<file path="config.mk">
export PLATFORM = sky130hd
export DESIGN_NAME = proof_number_node_update
export DESIGN_NICKNAME = d
export VERILOG_FILES = /design/src/design/pnu_pkg.sv /design/src/design/proof_number_node_update.sv /design/src/design/pnu_accum.sv /design/src/design/pnu_result_reg.sv
export SDC_FILE = /design/constraint.sdc
export NUM_CORES = 1
export LEC_CHECK = 0
export BUFFER_PORTS_ARGS = -buffer_cell sky130_fd_sc_hd__buf_2
export CAP_MARGIN = 20
export CORE_MARGIN = 3
export CORE_UTILIZATION = 35
export CTS_BUF_LIST = sky130_fd_sc_hd__clkbuf_4 sky130_fd_sc_hd__clkbuf_8
export CTS_CLUSTER_DIAMETER = 80
export DETAILED_ROUTE_END_ITERATION = 7
export PLACE_DENSITY = 0.62
export REMOVE_ABC_BUFFERS = 1
export SYNTH_ARGS = -nofsm -noshare
export SYNTH_HDL_FRONTEND = slang
export SYNTH_SLANG_ARGS = --single-unit
</file>
<file path="constraint.sdc">
create_clock -name clk_i -period 10.9 [get_ports clk_i]
set_input_delay 0 -clock clk_i [delete_from_list [all_inputs] [get_ports clk_i]]
set_output_delay 0 -clock clk_i [all_outputs]
set_load 0.02 [all_outputs]
</file>
<file path="src/design/pnu_pkg.sv">
package pnu_pkg;

  localparam int ValueWidth         = 32;
  localparam int DistWidth          = 16;
  localparam int CountWidth         = 8;
  localparam int DefaultMaxChildren = 254;

  localparam logic [ValueWidth-1:0] InfinityReset = '1;
  localparam logic [DistWidth-1:0]  DistSentinel  = '1;

  // One summarized node, as handed from the accumulator to the result register.
  typedef struct packed {
    logic [ValueWidth-1:0] node_pn;
    logic [ValueWidth-1:0] node_dn;
    logic                  node_repeated;
    logic [DistWidth-1:0]  node_distance;
    logic                  best_found;
    logic [CountWidth-1:0] best_index;
    logic [ValueWidth-1:0] next_pn_limit;
    logic [ValueWidth-1:0] next_dn_limit;
  } node_result_t;

  // One child request as held in the input register.
  typedef struct packed {
    logic                  attacker_node;
    logic [ValueWidth-1:0] parent_pn_limit;
    logic [ValueWidth-1:0] parent_dn_limit;
    logic [ValueWidth-1:0] child_pn;
    logic [ValueWidth-1:0] child_dn;
    logic                  child_repeated;
    logic [DistWidth-1:0]  child_distance;
    logic                  last_child;
  } child_req_t;

endpackage

</file>
<file path="src/design/proof_number_node_update.sv">
// Proof-number node summarizer. Children of one search node arrive one request
// per cycle; the first child fixes whether the node is an attacker (OR) or a
// defender (AND) node, and the child flagged last_child_i closes the node and
// produces one result: proof and disproof numbers (minimum on one side,
// saturating sum on the other), the OR of repeated flags, the proven mate
// distance plus one, the first child with the least selection number, and
// the thresholds to hand to that child. Children past the first MAX_CHILDREN
// of a node are ignored, but a last mark on one still closes the node. The
// block takes one child per cycle unless a closing child waits for the result
// register: a request is captured in an input register, folded into the
// running node values by combinational logic in the accumulator, and a closing
// child's summary is loaded into the result register as that child leaves the
// input register. Input and output are decoupled by the result register, so
// new children keep flowing while a result waits; only a closing child waits
// for that register to free up.
// The infinity register sets the saturation ceiling and must be written
// while the block is idle.
module proof_number_node_update #(
  parameter int MAX_CHILDREN = pnu_pkg::DefaultMaxChildren
) (
  input  logic                           clk_i,
  input  logic                           rst_ni,

  input  logic                           cfg_we_i,
  input  logic [pnu_pkg::ValueWidth-1:0] cfg_wdata_i,

  input  logic                           in_valid_i,
  output logic                           in_ready_o,
  input  logic                           attacker_node_i,
  input  logic [pnu_pkg::ValueWidth-1:0] parent_pn_limit_i,
  input  logic [pnu_pkg::ValueWidth-1:0] parent_dn_limit_i,
  input  logic [pnu_pkg::ValueWidth-1:0] child_pn_i,
  input  logic [pnu_pkg::ValueWidth-1:0] child_dn_i,
  input  logic                           child_repeated_i,
  input  logic [pnu_pkg::DistWidth-1:0]  child_distance_i,
  input  logic                           last_child_i,

  output logic                           out_valid_o,
  input  logic                           out_ready_i,
  output logic [pnu_pkg::ValueWidth-1:0] node_pn_o,
  output logic [pnu_pkg::ValueWidth-1:0] node_dn_o,
  output logic                           node_repeated_o,
  output logic [pnu_pkg::DistWidth-1:0]  node_distance_o,
  output logic                           best_found_o,
  output logic [pnu_pkg::CountWidth-1:0] best_index_o,
  output logic [pnu_pkg::ValueWidth-1:0] next_pn_limit_o,
  output logic [pnu_pkg::ValueWidth-1:0] next_dn_limit_o
);

  // Saturation ceiling, written by the configuration port.
  logic [pnu_pkg::ValueWidth-1:0] infinity_q;

  always_ff @(posedge clk_i or negedge rst_ni) begin
    if (!rst_ni) begin
      infinity_q <= pnu_pkg::InfinityReset;
    end else if (cfg_we_i) begin
      infinity_q <= cfg_wdata_i;
    end
  end

  // Input register holding one child request.
  logic                s1_valid_q, s1_valid_d;
  pnu_pkg::child_req_t s1_req_q;
  logic                s1_step;
  logic                res_free;
  logic                in_fire;

  // A child that does not close its node never needs the result register,
  // so it moves on at once; a closing child waits until that register is free.
  assign s1_step    = s1_valid_q && (!s1_req_q.last_child || res_free);
  assign in_ready_o = !s1_valid_q || s1_step;
  assign in_fire    = in_valid_i && in_ready_o;

  always_comb begin
    s1_valid_d = s1_valid_q;
    if (in_fire) begin
      s1_valid_d = 1'b1;
    end else if (s1_step) begin
      s1_valid_d = 1'b0;
    end
  end

  always_ff @(posedge clk_i or negedge rst_ni) begin
    if (!rst_ni) begin
      s1_valid_q <= 1'b0;
    end else begin
      s1_valid_q <= s1_valid_d;
    end
  end

  always_ff @(posedge clk_i) begin
    if (in_fire) begin
      s1_req_q.attacker_node   <= attacker_node_i;
      s1_req_q.parent_pn_limit <= parent_pn_limit_i;
      s1_req_q.parent_dn_limit <= parent_dn_limit_i;
      s1_req_q.child_pn        <= child_pn_i;
      s1_req_q.child_dn        <= child_dn_i;
      s1_req_q.child_repeated  <= child_repeated_i;
      s1_req_q.child_distance  <= child_distance_i;
      s1_req_q.last_child      <= last_child_i;
    end
  end

  // Running node values and the summary of the node closed this cycle.
  pnu_pkg::node_result_t node_result;
  pnu_pkg::node_result_t out_result;

  pnu_accum #(
    .MaxChildren (MAX_CHILDREN)
  ) u_accum (
    .clk_i      (clk_i),
    .rst_ni     (rst_ni),
    .step_i     (s1_step),
    .req_i      (s1_req_q),
    .infinity_i (infinity_q),
    .result_o   (node_result)
  );

  pnu_result_reg u_result_reg (
    .clk_i   (clk_i),
    .rst_ni  (rst_ni),
    .load_i  (s1_step && s1_req_q.last_child),
    .data_i  (node_result),
    .free_o  (res_free),
    .valid_o (out_valid_o),
    .ready_i (out_ready_i),
    .data_o  (out_result)
  );

  assign node_pn_o       = out_result.node_pn;
  assign node_dn_o       = out_result.node_dn;
  assign node_repeated_o = out_result.node_repeated;
  assign node_distance_o = out_result.node_distance;
  assign best_found_o    = out_result.best_found;
  assign best_index_o    = out_result.best_index;
  assign next_pn_limit_o = out_result.next_pn_limit;
  assign next_dn_limit_o = out_result.next_dn_limit;

endmodule

</file>
<file path="src/design/pnu_accum.sv">
module pnu_accum #(
  parameter int MaxChildren = pnu_pkg::DefaultMaxChildren
) (
  input  logic                              clk_i,
  input  logic                              rst_ni,
  input  logic                              step_i,
  input  pnu_pkg::child_req_t               req_i,
  input  logic [pnu_pkg::ValueWidth-1:0]    infinity_i,
  output pnu_pkg::node_result_t             result_o
);

  localparam int VW = pnu_pkg::ValueWidth;
  localparam int DW = pnu_pkg::DistWidth;
  localparam int CW = pnu_pkg::CountWidth;
  localparam logic [CW-1:0] MaxCount = CW'(MaxChildren);

  function automatic logic [VW-1:0] sat_add(input logic [VW-1:0] a,
                                            input logic [VW-1:0] b,
                                            input logic [VW-1:0] ceil);
    logic [VW:0] sum;
    sum = {1'b0, a} + {1'b0, b};
    return (sum >= {1'b0, ceil}) ? ceil : sum[VW-1:0];
  endfunction

  logic          mode_q,   mode_d;
  logic [CW-1:0] count_q,  count_d;
  logic [VW-1:0] least_q,  least_d;
  logic [VW-1:0] second_q, second_d;
  logic [CW-1:0] index_q,  index_d;
  logic          found_q,  found_d;
  logic [VW-1:0] sum_q,    sum_d;
  logic          repeat_q, repeat_d;
  logic [DW-1:0] dist_q,   dist_d;

  logic          start;
  logic          take;
  logic [VW-1:0] sel_val;
  logic [VW-1:0] acc_val;
  logic [VW-1:0] limit;

  always_comb begin
    start = (count_q == '0);
    take  = (count_q < MaxCount);

    // A node's first child starts from fresh running values.
    mode_d   = start ? req_i.attacker_node : mode_q;
    least_d  = start ? infinity_i : least_q;
    second_d = start ? infinity_i : second_q;
    index_d  = start ? '0 : index_q;
    found_d  = start ? 1'b0 : found_q;
    sum_d    = start ? '0 : sum_q;
    repeat_d = start ? 1'b0 : repeat_q;
    if (start) begin
      dist_d = req_i.attacker_node ? pnu_pkg::DistSentinel : '0;
    end else begin
      dist_d = dist_q;
    end
    count_d = count_q;

    sel_val = mode_d ? req_i.child_pn : req_i.child_dn;
    acc_val = mode_d ? req_i.child_dn : req_i.child_pn;

    // Children beyond the node's capacity leave every running value alone.
    if (take) begin
      if (sel_val < least_d) begin
        second_d = least_d;
        least_d  = sel_val;
        index_d  = count_q;
        found_d  = 1'b1;
      end else if (sel_val < second_d) begin
        second_d = sel_val;
      end
      sum_d    = sat_add(sum_d, acc_val, infinity_i);
      repeat_d = repeat_d | req_i.child_repeated;
      if (req_i.child_pn == '0) begin
        if (mode_d) begin
          if (req_i.child_distance < dist_d) dist_d = req_i.child_distance;
        end else begin
          if (req_i.child_distance > dist_d) dist_d = req_i.child_distance;
        end
      end
      count_d = count_q + CW'(1);
    end

    if (req_i.last_child) begin
      count_d = '0;
    end
  end

  always_comb begin
    result_o.node_pn       = mode_d ? least_d : sum_d;
    result_o.node_dn       = mode_d ? sum_d : least_d;
    result_o.node_repeated = repeat_d;
    if (result_o.node_pn == '0 && dist_d != pnu_pkg::DistSentinel) begin
      result_o.node_distance = dist_d + DW'(1);
    end else begin
      result_o.node_distance = '0;
    end
    result_o.best_found    = found_d;
    result_o.best_index    = found_d ? index_d : '0;

    limit                  = sat_add(second_d, VW'(1), infinity_i);
    result_o.next_pn_limit = req_i.parent_pn_limit;
    result_o.next_dn_limit = req_i.parent_dn_limit;
    if (found_d) begin
      if (mode_d) begin
        if (limit < req_i.parent_pn_limit) result_o.next_pn_limit = limit;
      end else begin
        if (limit < req_i.parent_dn_limit) result_o.next_dn_limit = limit;
      end
    end
  end

  always_ff @(posedge clk_i or negedge rst_ni) begin
    if (!rst_ni) begin
      mode_q   <= 1'b0;
      count_q  <= '0;
      least_q  <= pnu_pkg::InfinityReset;
      second_q <= pnu_pkg::InfinityReset;
      index_q  <= '0;
      found_q  <= 1'b0;
      sum_q    <= '0;
      repeat_q <= 1'b0;
      dist_q   <= '0;
    end else if (step_i) begin
      mode_q   <= mode_d;
      count_q  <= count_d;
      least_q  <= least_d;
      second_q <= second_d;
      index_q  <= index_d;
      found_q  <= found_d;
      sum_q    <= sum_d;
      repeat_q <= repeat_d;
      dist_q   <= dist_d;
    end
  end

endmodule

</file>
<file path="src/design/pnu_result_reg.sv">
module pnu_result_reg (
  input  logic                  clk_i,
  input  logic                  rst_ni,
  input  logic                  load_i,
  input  pnu_pkg::node_result_t data_i,
  output logic                  free_o,
  output logic                  valid_o,
  input  logic                  ready_i,
  output pnu_pkg::node_result_t data_o
);

  logic                  valid_q, valid_d;
  pnu_pkg::node_result_t data_q;

  assign free_o = !valid_q || ready_i;

  always_comb begin
    valid_d = valid_q;
    if (load_i) begin
      valid_d = 1'b1;
    end else if (ready_i) begin
      valid_d = 1'b0;
    end
  end

  always_ff @(posedge clk_i or negedge rst_ni) begin
    if (!rst_ni) begin
      valid_q <= 1'b0;
    end else begin
      valid_q <= valid_d;
    end
  end

  always_ff @(posedge clk_i) begin
    if (load_i) begin
      data_q <= data_i;
    end
  end

  assign valid_o = valid_q;
  assign data_o  = data_q;

endmodule
</file>
Word level (Yosys, flattened, before mapping)
Index checks and enable logic that the tools add are counted.

Flip-flop bits (word level): 466. Bits in latches: 0. Memory bits (writable): 0. ROM bits: 0. Input bits: 184. Output and inout bits: 156. Logic and storage cells: 102. Memories: 0.

Add/subtract/negate cells: 4. Multiply operators: 0. Divide/modulo/power cells: 0. Order comparisons: 9. Equal/unequal tests: 1. Shift-type cells: 0. Mux-type cells: 42. Bitwise operators: 1. Reduce and logical (&&, ||, !) cells: 17.

Operators with widths (number): $mux W32 (19); $lt A32 B32 Y1 (4); $mux W16 (7); $ge A33 B32 Y1 (2); $logic_not A32 Y1 (2); $mux W64 (1); $mux W8 (5); $add A32 B1 Y33 const B (1); $add A32 B32 Y33 (1); $add A16 B1 Y16 const B (1); $gt A16 B16 Y1 (1); $lt A16 B16 Y1 (1); $ne A16 B16 Y1 const B (1); $mux W1 (10); $add A8 B1 Y8 const B (1); $logic_not A8 Y1 (1); $lt A8 B8 Y1 const B (1); $reduce_bool A2 Y1 (3); $logic_and A1 B1 Y1 (4); $logic_not A1 Y1 (3); $logic_or A1 B1 Y1 (3); $reduce_and A2 Y1 (1); $or A1 B1 Y1 (1).

Depth between registers and ports, before layout
Depth in word-level cells: 14. Depth in mapped cells: 57. Mapped depth without buffers: 47.

Cells and area by module
Synthesis repeated with hierarchy kept, for this count alone.

Cell total of the unflattened synthesis: 3016. Area, all modules: 30053.8 um^2.

By module, submodules not included: pnu_accum (times used 1, cells an instance 2637, area each 19520.0 um^2, sequential area each 3358.2 um^2); proof_number_node_update (times used 1, cells an instance 222, area each 5861.9 um^2, sequential area each 5280.1 um^2); pnu_result_reg (times used 1, cells an instance 157, area each 4672.0 um^2, sequential area each 4649.5 um^2).

Least setup slack after synthesis
Ideal clock, no wire load.

Path kind: register to register. From: register u_accum.count_q[0]. To: register u_result_reg.data_q, in the netlist u_result_reg.data_o[23], data pin. Library setup time: 262 ps. Data arrival time: 10952 ps. Required time: 10638 ps. Slack: -314 ps. Stages on the path, launching flop included: 58. Buffers on the path: 12. Clock period less this slack: 11214 ps. Cells stage by stage: dfrtp_1 inv_1 ha_1 nor3b_1 nand2_1 clkbuf_1 clkbuf_1 buf_2 clkbuf_1 clkbuf_1 clkbuf_1 clkbuf_1 a21oi_1 ha_1 a21oi_1 o21ai_0 a2111oi_0 o2111ai_2 (+22 left out) clkbuf_1 nand2_1 o21ai_0 ha_1 a21o_1 a21o_1 a21oi_1 nor2b_1 o21ai_0 nand2b_1 a21oi_1 nor2b_1 o21ai_0 nand3_1 nor4_1 o31ai_4 buf_6 mux2_1.

RTL lines: from (decl) (line pnu_accum.sv:26) `logic [CW-1:0] count_q, count_d;`; from (signal assigned) (line pnu_accum.sv:127) `count_q <= count_d;`; to (signal assigned) (line pnu_result_reg.sv:36) `data_q <= data_i;`; to (decl) (line pnu_result_reg.sv:13) `pnu_pkg::node_result_t data_q;`.

==> impl_metrics.toml <==
[logic_synthesis]
synth.avg_cell_area_um2 = 9.711
ys_ff_latch = 466
yosys_warnings = 0
ys_top_cells_by_area = "edfxtp_1 30%, ha_1 10%, dfstp_2 8.4%, nand2_1 6.0%, dfrtp_1 5.8%"
seq_area_frac_synth_pct = 44.31
synth_top_flop_cell = "edfxtp_1"
netlist-cell-type-count = 91
synthCells = 3088
yosysTopAreaCell = "edfxtp_1"
synth-edff-count = 301
ys_async_sr_fraction_pct = 35.41
synth_top_area_share_pct = 30.14
synth_area_um2 = 29990

[place]
dp_hpwl_mm = 84.23
place_ws_ns = -0.02331
io_buffer_count = 339
place_inst = 4578
place_congestion = 0.9886

[timing]
setup_slack_ns = 0.3262
report.final.slew_viol_count = 0
period_minus_slack_ns = 10.57
timing.fmax_mhz = 94.57
maxSlewHeadroom_pct = 16.74
fin_worst_skew_ns = 0.04111
fin_crit_sh_pct = 97.01
hold_slack_ns = 0.02531
finalHoldViolCount = 0
setup_viol = 0
tightest_slew_ns = 1.238

[global_routing]
grt_overflow = 0
grt_pass1_vias = 27150
grt_use_total_pct = 24.64
grt_pass1_wl_mm = 167.8
grt_max_degree = 89
antenna_found_initial = 8

[setup_path]
critical_path_class = "flip-flop to flip-flop"
worstRegToRegCells = 49
path_common_cell = "ha_1"
ff2ff_setup_slack_ns = 0.33
required_ns = 11.32
r2r-end = "u_result_reg.data_o[25]"
start_kind = "flip-flop"
cp_data_arrival_time_ns = 11.00
slowest_stage = "or3b_2"
cpPeakStageDelay_ns = 0.51
end_kind = "flip-flop"
critPathMaxFanout = 26
r2r_start = "u_accum.count_q[1]"

[final_layout]
fill_cells = 7923
final_util_pct = 47.25
nNetsFinal = 4328
drive_above_1_share_pct = 23.11
final_cells = 5117
area_growth_pct = 32.70

[detailed_routing]
wl_per_cell_um = 22.44
viasPerCell = 5.372
firstDrtPassIters = 5
drt_iter0_markers = 2344
ant_nets = 0
routed_wl_mm = 114.8
vias = 27490
route.detailed.drc = 0

[die]
die-height_um = 298.7
die_w_um = 298.7
row_count = 106
start_util_pct = 35.61
core-area_um2 = 84220
io_pins = 340
dieArea_um2 = 89230

[clock_tree]
htreeDepth = 3
cts-root-buf = "clkbuf_8"
cts_tree = "built"
clock_sinks = 466
clock_path_buffers = 3
clk_pin_slew_ns = 0.07
clkLatencyLatePin_ns = 0.71
numCtsBuffers = 86

[flow_run]
cap_violations = 0

[hold_path]
hp-class = "primary input to asynchronous set/reset pin"

[run_status]
status = "finished, final reports clean"
==> worst max-delay path: cells and delay by family (launching register included) <==
kind	cells	cell delay [ns]
AOI/OAI and AO/OA	18	2.97
buffers and inverters	9	1.47
and+or+nand+nor	12	2.57
adders and majority gates	5	1.38
xor gates and xnor gates	1	0.21
muxes	4	1.30
DFF	1	0.37
==> synthesized netlist by cell type, types with 18 or more instances <==
library cell	number
a21oi_1	204
nor3_1	51
buf_1	21
o21ai_0	257
a21o_1	78
dfrtp_1	69
clkbuf_1	94
nand4_1	71
o211ai_1	19
nor4_1	30
ha_1	239
edfxtp_1	301
dfstp_2	96
xor2_1	18
nand3_1	53
a211oi_1	29
xnor2_1	54
and2_1	46
inv_1	159
mux2_1	61
nor2b_1	19
nand2_1	481
mux2i_1	73
nor2_1	185
mux2_2	59
a31oi_1	21
buf_2	18
==> kinds of logic after synthesis <==
group / count (synthesis) / synth area share, %
AOI/OAI and AO/OA: 774 / 16.02
DFF: 466 / 44.31
buffers and inverters: 305 / 4.193
adders and majority gates: 240 / 10.04
and+or+nand+nor: 1036 / 16.31
muxes: 195 / 7.034
xor gates and xnor gates: 72 / 2.103
==> cell type report <==
| class | instances | area (µm²) | share of cell area [%] |
|---|---|---|---|
| diodes | 6 | 15.01 | 0.03773 |
| clock buffers | 116 | 1459 | 3.666 |
| clock inverters | 45 | 412.9 | 1.038 |
| inverters | 160 | 600.6 | 1.509 |
| multi-input cells | 2319 | 15860 | 39.86 |
| flip-flops and latches | 466 | 13290 | 33.39 |
| well taps | 1134 | 1419 | 3.565 |
| repair buffers | 871 | 6739 | 16.93 |
==> what timing repair did <==
item                                    CTS  global route
gates cloned                              0             3
hold endpoints to repair                279             0
hold buffers                            355             0
gates resized for setup                   4            65
setup buffers                             0            14
endpoints found under the setup margin   32            64
pin swaps                                 0            20
==> per-layer routing <==
layer  routed length [µm]  track usage [%]  up-vias
met5                   13                0        -
met4                 4442            8.982        2
met3                 7580            3.938      251
met2                56500            43.27     1028
met1                46270            30.48    13250
li1                     -                -    12960
==> stage by stage <==
| stage | cell area [µm²] | TNS (ns) |
|---|---|---|
| 3_5_place_dp | 33830 | -0.1746 |
| 4_1_cts | 39290 | 0 |
| 2_1_floorplan | 29330 | -328.56 |
| 3_3_place_gp | 33830 | 0 |
| 6_report | 39790 | 0 |
| 5_1_grt | 39790 | -5.414 |
==> state kept, by name, indices dropped and copies added (netlist names) <==
register / flops
u_accum.sum_q: 32
u_accum.count_q: 8
u_result_reg.data_o: 154
s1_valid_q: 1
u_accum.index_q: 8
s1_req_q: 147
u_accum.second_q: 32
u_accum.repeat_q: 1
u_result_reg.valid_o: 1
u_accum.dist_q: 16
u_accum.mode_q: 1
u_accum.least_q: 32
u_accum.found_q: 1
infinity_q: 32
==> layout by cell type (no fill, tap or decap), drive strengths merged, types with 75 or more instances in the layout <==
master         n
a21o          78
a21oi        205
buf          516
clkbuf       117
dfstp         96
dlygate4sd3  354
edfxtp       301
ha           239
inv          165
mux2         120
mux2i         75
nand2        484
nor2         186
o21ai        265
==> worst max-delay path by stage <==
| stage | slack [ns] | to | start | cells after the start |
|---|---|---|---|---|
| global route | -0.13 | u_result_reg.data_o[25] | u_accum.count_q[1] | 50 |
| finish | 0.33 | u_result_reg.data_o[25] | u_accum.count_q[1] | 49 |
| CTS | 0.007 | u_result_reg.data_o[9] | u_accum.count_q[1] | 50 |
| detailed placement | -0.02 | u_result_reg.data_o[9] | u_accum.count_q[1] | 48 |
| global placement | 0.12 | u_result_reg.data_o[5] | u_accum.count_q[1] | 48 |
| floorplan | -4.49 | u_result_reg.data_o[34] | u_accum.count_q[1] | 44 |
Power is left out: the tool's default activity adds up to more than one toggle a clock period on the data nets, which glitch-free logic cannot reach.
